==> config.mk <==
export PLATFORM = sky130hd
export DESIGN_NAME = mandelbrot_escape_time
export DESIGN_NICKNAME = d
export VERILOG_FILES = /design/src/rtl/core/mbe_pkg.sv /design/src/rtl/core/mandelbrot_escape_time.sv /design/src/rtl/core/mbe_cfg.sv /design/src/rtl/core/mbe_mul.sv /design/src/rtl/core/mbe_seq.sv
export SDC_FILE = /design/constraint.sdc
export NUM_CORES = 2
export LEC_CHECK = 0
export BUFFER_PORTS_ARGS = -buffer_cell sky130_fd_sc_hd__buf_4
export CORE_ASPECT_RATIO = 1.4
export CORE_MARGIN = 2
export CORE_UTILIZATION = 43
export CTS_CLUSTER_DIAMETER = 150
export DETAILED_ROUTE_END_ITERATION = 12
export SYNTH_ARGS = -nofsm -noshare
export SYNTH_HDL_FRONTEND = slang
export SYNTH_SLANG_ARGS = --single-unit
==> constraint.sdc <==
create_clock -name clk_i -period 18.7 [get_ports clk_i]
set_input_delay 2.805 -clock clk_i [delete_from_list [all_inputs] [get_ports clk_i]]
set_output_delay 2.805 -clock clk_i [all_outputs]
set_load 0.02 [all_outputs]
==> src/rtl/core/mbe_pkg.sv <==
// Shared types, constants and helpers for the escape-time unit.
`timescale 1ns / 1ps

package mbe_pkg;

  localparam int unsigned ZW        = 32;
  localparam int unsigned PROD_W    = 64;
  localparam int unsigned STEP_W    = 31;
  localparam int unsigned CFG_DATA_W = 32;
  localparam int unsigned CFG_IDX_W  = 3;

  typedef enum logic [CFG_IDX_W-1:0] {
    CFG_REAL_ORIGIN = 3'd0,
    CFG_IMAG_ORIGIN = 3'd1,
    CFG_REAL_STEP   = 3'd2,
    CFG_IMAG_STEP   = 3'd3,
    CFG_MAX_ITER    = 3'd4
  } cfg_idx_e;

  localparam logic signed [ZW-1:0]     ORIGIN_RST = 32'shE000_0000;
  localparam logic [STEP_W-1:0]        STEP_RST   = 31'd1048576;
  localparam logic [CFG_DATA_W-1:0]    ITER_RST   = 32'd1000;

  typedef struct packed {
    logic signed [ZW-1:0] real_origin;
    logic signed [ZW-1:0] imag_origin;
    logic [STEP_W-1:0]    real_step;
    logic [STEP_W-1:0]    imag_step;
  } mbe_cfg_t;

  function automatic logic signed [ZW-1:0] sat32(input logic signed [PROD_W-1:0] v);
    if (v > 64'sd2147483647) begin
      return 32'sh7FFF_FFFF;
    end else if (v < -64'sd2147483648) begin
      return 32'sh8000_0000;
    end else begin
      return v[ZW-1:0];
    end
  endfunction

endpackage

==> src/rtl/core/mandelbrot_escape_time.sv <==
// Top level of the Mandelbrot escape-time unit.
`timescale 1ns / 1ps
//
// One pixel word enters on the s_axis channel (row, column) and one result word
// leaves on m_axis (row, column, iteration count, escaped flag).
// The pixel is mapped to c = origin + index * step per axis, then z = z*z + c
// runs from zero until |z|^2 >= 4 or max_iterations is reached.
// All products go through a single registered 32x32 multiplier: mapping
// multiplies column and row by their steps, each iteration computes re^2,
// im^2 and re*im and then updates z, and the final magnitude check squares
// both parts once more.
// s_axis_tready is high only while no pixel is in work; one pixel at a time.
// The result sits in an output register, so the next pixel is taken while the
// previous result waits; a stalled receiver only holds the unit once a second
// result is ready to be written.
// Config writes (cfg_we_i, cfg_index_i, cfg_data_i) are registered and
// must only be issued while the unit is idle.
// Reset restores origin -2.0/-2.0, steps 4/1024 and a limit of 1000, and
// empties the output register.

module mandelbrot_escape_time #(
  parameter int unsigned COORD_BITS = 12,
  parameter int unsigned FRAC_BITS  = 28,
  parameter int unsigned ITER_BITS  = 10
) (
  input  logic                              clk_i,
  input  logic                              rst_ni,
  input  logic                              s_axis_tvalid,
  output logic                              s_axis_tready,
  // row, column
  input  logic [((2*COORD_BITS+7)/8)*8-1:0] s_axis_tdata,
  output logic                              m_axis_tvalid,
  input  logic                              m_axis_tready,
  // pixel_row, pixel_column, iterations, escaped
  output logic [((2*COORD_BITS+ITER_BITS+1+7)/8)*8-1:0] m_axis_tdata,
  input  logic                              cfg_we_i,
  input  logic [mbe_pkg::CFG_IDX_W-1:0]     cfg_index_i,
  input  logic [mbe_pkg::CFG_DATA_W-1:0]    cfg_data_i
);

  localparam int unsigned OUT_BITS = 2*COORD_BITS + ITER_BITS + 1;

  mbe_pkg::mbe_cfg_t                 cfg;
  logic [ITER_BITS-1:0]              max_iter;
  logic signed [mbe_pkg::ZW-1:0]     op_a, op_b;
  logic signed [mbe_pkg::PROD_W-1:0] prod;
  logic [COORD_BITS-1:0]             res_row, res_col;
  logic [ITER_BITS-1:0]              res_iter;
  logic                              res_esc;

  mbe_cfg #(
    .ITER_BITS (ITER_BITS)
  ) u_cfg (
    .clk_i       (clk_i),
    .rst_ni      (rst_ni),
    .cfg_we_i    (cfg_we_i),
    .cfg_index_i (cfg_index_i),
    .cfg_data_i  (cfg_data_i),
    .cfg_o       (cfg),
    .max_iter_o  (max_iter)
  );

  mbe_mul u_mul (
    .clk_i  (clk_i),
    .op_a_i (op_a),
    .op_b_i (op_b),
    .prod_o (prod)
  );

  mbe_seq #(
    .COORD_BITS (COORD_BITS),
    .FRAC_BITS  (FRAC_BITS),
    .ITER_BITS  (ITER_BITS)
  ) u_seq (
    .clk_i      (clk_i),
    .rst_ni     (rst_ni),
    .s_valid_i  (s_axis_tvalid),
    .s_ready_o  (s_axis_tready),
    .row_i      (s_axis_tdata[COORD_BITS-1:0]),
    .col_i      (s_axis_tdata[2*COORD_BITS-1:COORD_BITS]),
    .cfg_i      (cfg),
    .max_iter_i (max_iter),
    .prod_i     (prod),
    .op_a_o     (op_a),
    .op_b_o     (op_b),
    .m_valid_o  (m_axis_tvalid),
    .m_ready_i  (m_axis_tready),
    .res_row_o  (res_row),
    .res_col_o  (res_col),
    .res_iter_o (res_iter),
    .res_esc_o  (res_esc)
  );

  always_comb begin
    m_axis_tdata = '0;
    m_axis_tdata[OUT_BITS-1:0] = {res_esc, res_iter, res_col, res_row};
  end

endmodule

==> src/rtl/core/mbe_cfg.sv <==
// Configuration register file for the escape-time unit.
`timescale 1ns / 1ps

module mbe_cfg #(
  parameter int unsigned ITER_BITS = 10
) (
  input  logic                              clk_i,
  input  logic                              rst_ni,
  input  logic                              cfg_we_i,
  input  logic [mbe_pkg::CFG_IDX_W-1:0]     cfg_index_i,
  input  logic [mbe_pkg::CFG_DATA_W-1:0]    cfg_data_i,
  output mbe_pkg::mbe_cfg_t                 cfg_o,
  output logic [ITER_BITS-1:0]              max_iter_o
);

  mbe_pkg::mbe_cfg_t    cfg_q;
  logic [ITER_BITS-1:0] max_iter_q;

  always_ff @(posedge clk_i or negedge rst_ni) begin
    if (!rst_ni) begin
      cfg_q.real_origin <= mbe_pkg::ORIGIN_RST;
      cfg_q.imag_origin <= mbe_pkg::ORIGIN_RST;
      cfg_q.real_step   <= mbe_pkg::STEP_RST;
      cfg_q.imag_step   <= mbe_pkg::STEP_RST;
      max_iter_q        <= mbe_pkg::ITER_RST[ITER_BITS-1:0];
    end else if (cfg_we_i) begin
      unique case (cfg_index_i)
        mbe_pkg::CFG_REAL_ORIGIN: cfg_q.real_origin <= cfg_data_i;
        mbe_pkg::CFG_IMAG_ORIGIN: cfg_q.imag_origin <= cfg_data_i;
        mbe_pkg::CFG_REAL_STEP:   cfg_q.real_step   <= cfg_data_i[mbe_pkg::STEP_W-1:0];
        mbe_pkg::CFG_IMAG_STEP:   cfg_q.imag_step   <= cfg_data_i[mbe_pkg::STEP_W-1:0];
        mbe_pkg::CFG_MAX_ITER:    max_iter_q        <= cfg_data_i[ITER_BITS-1:0];
        default: ;
      endcase
    end
  end

  assign cfg_o      = cfg_q;
  assign max_iter_o = max_iter_q;

endmodule

==> src/rtl/core/mbe_mul.sv <==
// Shared 32x32 signed multiplier with registered product.
`timescale 1ns / 1ps

module mbe_mul (
  input  logic                               clk_i,
  input  logic signed [mbe_pkg::ZW-1:0]      op_a_i,
  input  logic signed [mbe_pkg::ZW-1:0]      op_b_i,
  output logic signed [mbe_pkg::PROD_W-1:0]  prod_o
);

  logic signed [mbe_pkg::PROD_W-1:0] prod_q;

  always_ff @(posedge clk_i) begin
    prod_q <= mbe_pkg::PROD_W'(op_a_i) * mbe_pkg::PROD_W'(op_b_i);
  end

  assign prod_o = prod_q;

endmodule

==> src/rtl/core/mbe_seq.sv <==
// Sequencer and iterate registers: maps the pixel, then runs z = z*z + c.
`timescale 1ns / 1ps

module mbe_seq #(
  parameter int unsigned COORD_BITS = 12,
  parameter int unsigned FRAC_BITS  = 28,
  parameter int unsigned ITER_BITS  = 10
) (
  input  logic                               clk_i,
  input  logic                               rst_ni,
  input  logic                               s_valid_i,
  output logic                               s_ready_o,
  input  logic [COORD_BITS-1:0]              row_i,
  input  logic [COORD_BITS-1:0]              col_i,
  input  mbe_pkg::mbe_cfg_t                  cfg_i,
  input  logic [ITER_BITS-1:0]               max_iter_i,
  input  logic signed [mbe_pkg::PROD_W-1:0]  prod_i,
  output logic signed [mbe_pkg::ZW-1:0]      op_a_o,
  output logic signed [mbe_pkg::ZW-1:0]      op_b_o,
  output logic                               m_valid_o,
  input  logic                               m_ready_i,
  output logic [COORD_BITS-1:0]              res_row_o,
  output logic [COORD_BITS-1:0]              res_col_o,
  output logic [ITER_BITS-1:0]               res_iter_o,
  output logic                               res_esc_o
);

  localparam int unsigned ZW     = mbe_pkg::ZW;
  localparam int unsigned PW     = mbe_pkg::PROD_W;
  // squares are at most 2^62, so the scaled square fits in 63-F bits
  localparam int unsigned SQ_W   = PW - 1 - FRAC_BITS;
  localparam logic [PW-1:0] LIMIT = 64'd4 << FRAC_BITS;

  typedef enum logic [8:0] {
    ST_IDLE    = 9'b000000001,
    ST_MAP_RE  = 9'b000000010,
    ST_MAP_IM  = 9'b000000100,
    ST_MAP_END = 9'b000001000,
    ST_SQ_RE   = 9'b000010000,
    ST_SQ_IM   = 9'b000100000,
    ST_CROSS   = 9'b001000000,
    ST_UPDATE  = 9'b010000000,
    ST_DONE    = 9'b100000000
  } st_e;

  st_e st_q, st_d;

  logic [COORD_BITS-1:0]  row_q, col_q;
  logic signed [ZW-1:0]   c_re_q, c_im_q, re_q, im_q;
  logic [SQ_W-1:0]        a_q, b_q;
  logic [ITER_BITS-1:0]   iter_q;
  logic                   esc_q;

  logic                   m_valid_q;
  logic [COORD_BITS-1:0]  res_row_q, res_col_q;
  logic [ITER_BITS-1:0]   res_iter_q;
  logic                   res_esc_q;

  logic [SQ_W-1:0]        sq_now;
  logic [SQ_W:0]          lsq;
  logic                   escape;
  logic                   stop;
  logic signed [PW-1:0]   re_sum, im_sum;
  logic                   out_free;

  assign sq_now = prod_i[PW-2:FRAC_BITS];
  assign lsq    = {1'b0, a_q} + {1'b0, sq_now};
  assign escape = {{(PW-SQ_W-1){1'b0}}, lsq} >= LIMIT;
  assign stop   = escape || (iter_q >= max_iter_i);
  assign re_sum = $signed({{(PW-SQ_W){1'b0}}, a_q}) - $signed({{(PW-SQ_W){1'b0}}, b_q})
                  + PW'(c_re_q);
  assign im_sum = (prod_i >>> (FRAC_BITS - 1)) + PW'(c_im_q);
  assign out_free = !m_valid_q || m_ready_i;

  always_comb begin
    unique case (st_q)
      ST_MAP_RE: begin
        op_a_o = $signed({{(ZW-COORD_BITS){1'b0}}, col_q});
        op_b_o = $signed({1'b0, cfg_i.real_step});
      end
      ST_MAP_IM: begin
        op_a_o = $signed({{(ZW-COORD_BITS){1'b0}}, row_q});
        op_b_o = $signed({1'b0, cfg_i.imag_step});
      end
      ST_SQ_RE: begin
        op_a_o = re_q;
        op_b_o = re_q;
      end
      ST_SQ_IM: begin
        op_a_o = im_q;
        op_b_o = im_q;
      end
      default: begin
        op_a_o = re_q;
        op_b_o = im_q;
      end
    endcase
  end

  always_comb begin
    st_d = st_q;
    unique case (st_q)
      ST_IDLE:    if (s_valid_i) st_d = ST_MAP_RE;
      ST_MAP_RE:  st_d = ST_MAP_IM;
      ST_MAP_IM:  st_d = ST_MAP_END;
      ST_MAP_END: st_d = ST_SQ_RE;
      ST_SQ_RE:   st_d = ST_SQ_IM;
      ST_SQ_IM:   st_d = ST_CROSS;
      ST_CROSS:   st_d = stop ? ST_DONE : ST_UPDATE;
      ST_UPDATE:  st_d = ST_SQ_RE;
      ST_DONE:    if (out_free) st_d = ST_IDLE;
      default:    st_d = ST_IDLE;
    endcase
  end

  always_ff @(posedge clk_i or negedge rst_ni) begin
    if (!rst_ni) begin
      st_q      <= ST_IDLE;
      m_valid_q <= 1'b0;
    end else begin
      st_q <= st_d;
      if (st_q == ST_DONE && out_free) begin
        m_valid_q <= 1'b1;
      end else if (m_ready_i) begin
        m_valid_q <= 1'b0;
      end
    end
  end

  always_ff @(posedge clk_i) begin
    unique case (st_q)
      ST_IDLE: begin
        row_q  <= row_i;
        col_q  <= col_i;
        re_q   <= '0;
        im_q   <= '0;
        a_q    <= '0;
        iter_q <= '0;
      end
      ST_MAP_IM:  c_re_q <= mbe_pkg::sat32(PW'(cfg_i.real_origin) + prod_i);
      ST_MAP_END: c_im_q <= mbe_pkg::sat32(PW'(cfg_i.imag_origin) + prod_i);
      ST_SQ_IM:   a_q    <= sq_now;
      ST_CROSS: begin
        b_q   <= sq_now;
        esc_q <= escape;
      end
      ST_UPDATE: begin
        re_q   <= mbe_pkg::sat32(re_sum);
        im_q   <= mbe_pkg::sat32(im_sum);
        iter_q <= iter_q + 1'b1;
      end
      ST_DONE: begin
        if (out_free) begin
          res_row_q  <= row_q;
          res_col_q  <= col_q;
          res_iter_q <= iter_q;
          res_esc_q  <= esc_q;
        end
      end
      default: ;
    endcase
  end

  assign s_ready_o  = (st_q == ST_IDLE);
  assign m_valid_o  = m_valid_q;
  assign res_row_o  = res_row_q;
  assign res_col_o  = res_col_q;
  assign res_iter_o = res_iter_q;
  assign res_esc_o  = res_esc_q;

  a_accept_starts: assert property (@(posedge clk_i) disable iff (!rst_ni)
    (s_valid_i && st_q == ST_IDLE) |=> (st_q == ST_MAP_RE))
    else $error("accepted word did not start mapping");

  a_valid_from_done: assert property (@(posedge clk_i) disable iff (!rst_ni)
    $rose(m_valid_q) |-> $past(st_q == ST_DONE))
    else $error("result valid raised outside done state");

  a_escape_needs_iter: assert property (@(posedge clk_i) disable iff (!rst_ni)
    (m_valid_q && res_esc_q) |-> (res_iter_q != '0))
    else $error("escape reported with zero iterations");

  a_busy_not_ready: assert property (@(posedge clk_i) disable iff (!rst_ni)
    (st_q != ST_IDLE) |-> !s_ready_o)
    else $error("input ready while busy");

endmodule
=== Word level (Yosys, flattened, before mapping) ===
Cells that the tools add are included.

* Add/sub/neg operators: 7
* $mul: 1
* Order comparisons: 10
* Equal/unequal tests: 15
* Multiplexer cells: 18
* Reduce and logical (&&, ||, !) cells: 16

{| class="wikitable"
|+ Operators by type and width
! kind !! count
|-
| 64-bit by 32-bit > comparator with 1-bit output, second input constant || 4
|-
| 64-bit by 32-bit less-than comparator with 1-bit output, second input constant || 4
|-
| 32-bit 2-to-1 mux || 6
|-
| 32-bit one-hot mux with 3 select lines || 2
|-
| 32-bit by 64-bit adder with 64-bit output || 2
|-
| 32-bit one-hot mux with 2 select lines || 2
|-
| 9-bit one-hot mux with 8 select lines || 1
|-
| 35-bit one-hot mux with 2 select lines || 1
|-
| 32-bit by 32-bit multiplier with 64-bit output || 1
|-
| 37-bit by 32-bit adder with 38-bit output || 1
|-
| 36-bit by 32-bit adder with 37-bit output || 1
|-
| 35-bit by 35-bit adder with 36-bit output || 1
|-
| 36-bit by 31-bit >= comparator with 1-bit output, second input constant || 1
|-
| 35-bit by 35-bit subtractor with 36-bit output || 1
|-
| 9-bit 2-to-1 mux || 3
|-
| 10-bit one-hot mux with 2 select lines || 1
|-
| 2-bit AND reduction || 7
|-
| 10-bit by 1-bit adder with 10-bit output, second input constant || 1
|-
| 10-bit >= comparator || 1
|-
| 9-bit by 1-bit == test with 1-bit output, second input constant || 1
|-
| 9-bit by 2-bit == test with 1-bit output, second input constant || 1
|-
| 9-bit by 3-bit == test with 1-bit output, second input constant || 1
|-
| 9-bit by 4-bit == test with 1-bit output, second input constant || 1
|-
| 9-bit by 5-bit == test with 1-bit output, second input constant || 1
|-
| other kinds (16) || 21
|}

* Bits in registers: 478
* Input bits: 64
* Output and inout port bits: 42
* Word-level logic and storage cells: 89

=== Depth between registers and ports, before layout ===
* Word-level depth: 6
* Depth in mapped cells: 41

=== By module ===
Synthesis repeated with hierarchy kept, for this count alone.

* Cell total of the unflattened synthesis: 7245
* Area total of the unflattened synthesis: 68637.1 um^2

{| class="wikitable"
|+ By module, submodules not included
! module !! instances !! cells an instance !! area an instance (um^2) !! sequential area each (um^2)
|-
| mbe_mul || 1 || 4138 || 38126.6 || 1281.2
|-
| mbe_seq || 1 || 2809 || 25329.3 || 8299.2
|-
| mbe_cfg || 1 || 291 || 5132.4 || 3420.8
|-
| mandelbrot_escape_time || 1 || 7 || 48.8 || 0.0
|}

=== Worst setup path before layout ===
No wires, ideal clock.

* Kind: register to register
* Start point: register u_seq.st_q[3]
* End point: register u_mul.prod_q, in the netlist u_mul.prod_o[62]
* Data arrival time: 10.855 ns
* Setup slack: 7.774 ns
* Cell stages (with the launch flop): 38
* Buffers on the path: 4
* Cell sequence: dfrtp_1 -> nor3_1 -> nand2_1 -> or3_1 -> nor3b_1 -> clkbuf_1 -> clkbuf_1 -> clkbuf_1 -> a221o_1 -> clkbuf_1 -> nand2_1 -> fa_1 -> inv_1 -> fa_1 -> inv_1 -> fa_1 -> fa_1 -> inv_1 -> [... 2 more ...] -> fa_1 -> inv_1 -> fa_1 -> inv_1 -> fa_1 -> inv_1 -> ha_1 -> nand4_1 -> o41a_1 -> a211oi_1 -> nor3_1 -> o31ai_1 -> a2111oi_0 -> nor3_1 -> a211o_1 -> a21oi_1 -> o21ai_0 -> xor2_1

* Word-level cells in the longest chain between the ends: 3
* Elaborated cells on any way between the ends: 7

{| class="wikitable"
|+ RTL lines
! what !! line !! source
|-
| from (decl) || mbe_seq.sv:46 || <nowiki>st_e st_q, st_d;</nowiki>
|-
| from (signal assigned) || mbe_seq.sv:121 || <nowiki>st_q <= st_d;</nowiki>
|-
| 9-bit by 6-bit == test with 1-bit output (tied with other cells) || mbe_seq.sv:76 || <nowiki>unique case (st_q)</nowiki>
|-
| 32-bit one-hot mux with 3 select lines || mbe_seq.sv:76 ||
|-
| 32-bit by 32-bit multiplier with 64-bit output (*) || mbe_mul.sv:14 || <nowiki>prod_q <= mbe_pkg::PROD_W'(op_a_i) * mbe_pkg::PROD_W'(op_b_i);</nowiki>
|-
| to (signal assigned) || mbe_mul.sv:14 ||
|-
| to (decl) || mbe_mul.sv:11 || <nowiki>logic signed [mbe_pkg::PROD_W-1:0] prod_q;</nowiki>
|}

Every way passes the cells marked *; elsewhere a longest branch is shown, timed or not.
A chain may end at the register's enable or synchronous reset.

=== Final worst setup path ===
Same ends and word-level chain as after synthesis.

==> flow_metrics.py <==
metrics = {
    "worst_setup_path": {
        "r2r-end": "u_mul.prod_o[62]",
        "start_kind": "register",
        "worstSetupPathType": "register to register",
        "cp.required_ns": 19.23,
        "cpPeakStageDelay_ns": 1.12,
        "crit_path_max_fanout": 33,
        "reg2reg_from": "u_seq.st_q[3]",
        "rr_worst_depth": 37,
        "cp_data_arrival_time_ns": 12.93,
        "crit_top_cell": "fa_1",
        "critPathCaptureType": "register",
        "cpMaxStageDelayCell": "and4_1",
        "critical_path.endpoint": "u_mul.prod_o[62]",
        "regToRegSetupSlack_ns": 6.29,
        "startpoint": "u_seq.st_q[3]",
    },
    "floorplanning": {
        "initial_utilization_pct": 43.29,
        "coreArea_um2": 155100,
        "die_x_um": 338.0,
        "dieArea_um2": 159400,
        "die_h_um": 471.6,
        "io_pins": 106,
        "num_rows": 171,
    },
    "clocking": {
        "ctsResizeCount": 0,
        "hold_buffers": 0,
        "clkSinkCount": 478,
        "clk_latency_ns": 0.63,
        "cts_max_level": 2,
        "tritoncts": "yes",
        "clk_pin_slew_ns": 0.07,
        "cts_made_buffers": 49,
        "cts_root_buf": "clkbuf_16",
        "clock_path_buffers": 3,
        "cts_setup_buffers": 0,
    },
    "logic_synthesis": {
        "synthFlopType": "edfxtp_1",
        "async_reset_ff_share_pct": 30.54,
        "yosysSeqAreaShare_pct": 19.36,
        "synth_area_um2": 67150,
        "ys_ff_latch": 478,
        "synth-edff-count": 268,
        "avgSynthCellArea_um2": 9.412,
        "yosysUniqueCellTypes": 101,
        "ys_warn_count": 0,
        "synthCells": 7135,
    },
    "timing": {
        "fmax_ghz": 0.08060,
        "skew_ns": 0.03876,
        "hold_viol": 0,
        "setup_violations": 0,
        "slew_headroom_pct": 7.222,
        "fin_setup_tns_ns": 0,
        "slew_violations": 0,
        "worstMarginPinSlew_ns": 1.392,
        "layout_min_cycle_time_ns": 12.41,
        "rsz0062_at_grt": "false",
        "period_share_pct": 66.35,
    },
    "detailed_routing": {
        "wl_um": 231000,
        "first_pass_iters": 9,
        "routedWlPerCell_um": 25.06,
        "route.detailed.drc": 0,
        "vias": 52340,
        "ant_nets": 0,
        "viasPerCell": 5.679,
        "drt_iter0_drc": 4241,
    },
    "global_routing": {
        "grt_antenna_before_repair": 16,
        "overflow": 0,
        "grt_pass1_vias": 55680,
        "track_usage_pct": 29.65,
        "grt_pass1_wl_um": 349600,
        "grt_max_degree": 89,
    },
    "final_layout": {
        "fin_nets": 8710,
        "num-fill-cells": 14880,
        "multi_input_area_um2": 48650,
        "regArea_um2": 13000,
        "drive_gt1_share_pct": 7.582,
        "final_common_cell": "inv_1",
        "synthToLayoutAreaGrowth_pct": 7.525,
        "final_cell_mix": "1,191 x inv_1, 1,088 x fa_1, 774 x nand2_1, 688 x nor2_1, 464 x ha_1",
    },
    "place": {
        "io_buffers": 100,
        "gp_congestion": 0.9945,
        "hpwlAfterDp_um": 182700,
    },
    "run": {
        "cap_violations": 0,
    },
    "worst_hold_path": {
        "hold_class": "register to register",
    },
    "status": {
        "outcome": "finished clean",
    },
}
## synth_stat cells, types with 71 or more instances
library cell	number	share of area, %
o21ai_0	171	1.3
nand3_1	71	0.53
dfrtp_1	131	4.9
nor2_1	690	3.9
a21oi_1	296	2.2
xnor2_1	184	2.4
xor2_1	109	1.4
inv_1	1191	6.7
nand2_1	775	4.3
ha_1	464	8.6
a21o_1	273	3.1
edfxtp_1	268	12
nand4_1	95	0.89
mux2_2	128	2.1
fa_1	1088	32
clkbuf_1	262	1.5
## area by class of cell
type	instances	share of cell area (%)
well taps	2076	3.597
multi-input cells	5158	67.37
clock inverters	28	0.5770
flip-flops and latches	478	18.01
repair buffers	215	2.240
clock buffers	64	1.993
diodes	6	0.02079
inverters	1192	6.196
## worst max-delay path, delay by kind of cell, from the launching register on
family	cells	cell delay, ns
flip-flops	1	0.43
buffers and inverters	9	1.26
AND/OR/NAND/NOR	11	3.62
adder cells (fa/ha/maj)	9	4.54
XOR/XNOR	1	0.18
AO/OA/AOI/OAI	7	2.23
## metrics by stage
stage / utilization (%) / hold WS, ns / worst slack, ns / area [um2] / std cells
2_1_floorplan: - / 0.4003 / 7.774 / 67170 / 7139
3_3_place_gp: 45.34 / 0.4561 / 6.671 / 70340 / 9119
3_5_place_dp: 45.34 / 0.4371 / 6.630 / 70340 / 9119
4_1_cts: 46.54 / 0.4698 / 6.505 / 72190 / 9211
5_1_grt: 46.54 / 0.4753 / 5.843 / 72190 / 9211
6_report: 46.55 / 0.4685 / 6.293 / 72210 / 9217
## registers in the layout, indices dropped and copies added (netlist names)
name and cells:
u_seq.c_im_q 32, u_seq.row_q 12, u_cfg.cfg_o 126, u_seq.res_iter_o 10, u_seq.col_q 12, u_seq.iter_q 10
u_seq.re_q 32, u_seq.res_col_o 12, u_seq.b_q 35, u_seq.res_row_o 12, u_seq.a_q 35, u_seq.m_valid_o 1
u_cfg.max_iter_o 10, u_seq.esc_q 1, u_seq.im_q 32, u_mul.prod_o 64, u_seq.c_re_q 32, u_seq.res_esc_o 1
u_seq.st_q 9
## cell families after synthesis
kind of cell,Yosys count,synth area share [%]
buf+inv,1503,8.565
fa+ha+maj,1552,41.08
xor+xnor,294,3.846
mux,130,2.176
compound gates,1203,12.03
simple gates,1974,12.94
other cells,1,0.005584
flops,478,19.36
## layer usage
layer	share of wire (%)	routed length (um)	GRT usage, %
met1	38	87010	36.19
met4	7.1	16460	17.11
met3	6.8	15690	3.954
met2	48	111800	50.07
met5	0.0056	13	0
## worst min-delay path by stage
stage / from / to / slack (ns) / cells after the start
CTS: u_seq.esc_q / u_seq.res_esc_o / 0.47 / 0
detailed placement: u_seq.esc_q / u_seq.res_esc_o / 0.44 / 0
global placement: u_seq.col_q[2] / u_seq.res_col_o[2] / 0.46 / 0
floorplan: u_seq.esc_q / u_seq.res_esc_o / 0.40 / 0
finish: u_seq.col_q[2] / u_seq.res_col_o[2] / 0.47 / 0
global route: u_seq.esc_q / u_seq.res_esc_o / 0.48 / 0
Power is left out: the tool's default activity adds up to more than one toggle a clock period on the data nets, which glitch-free logic cannot reach.
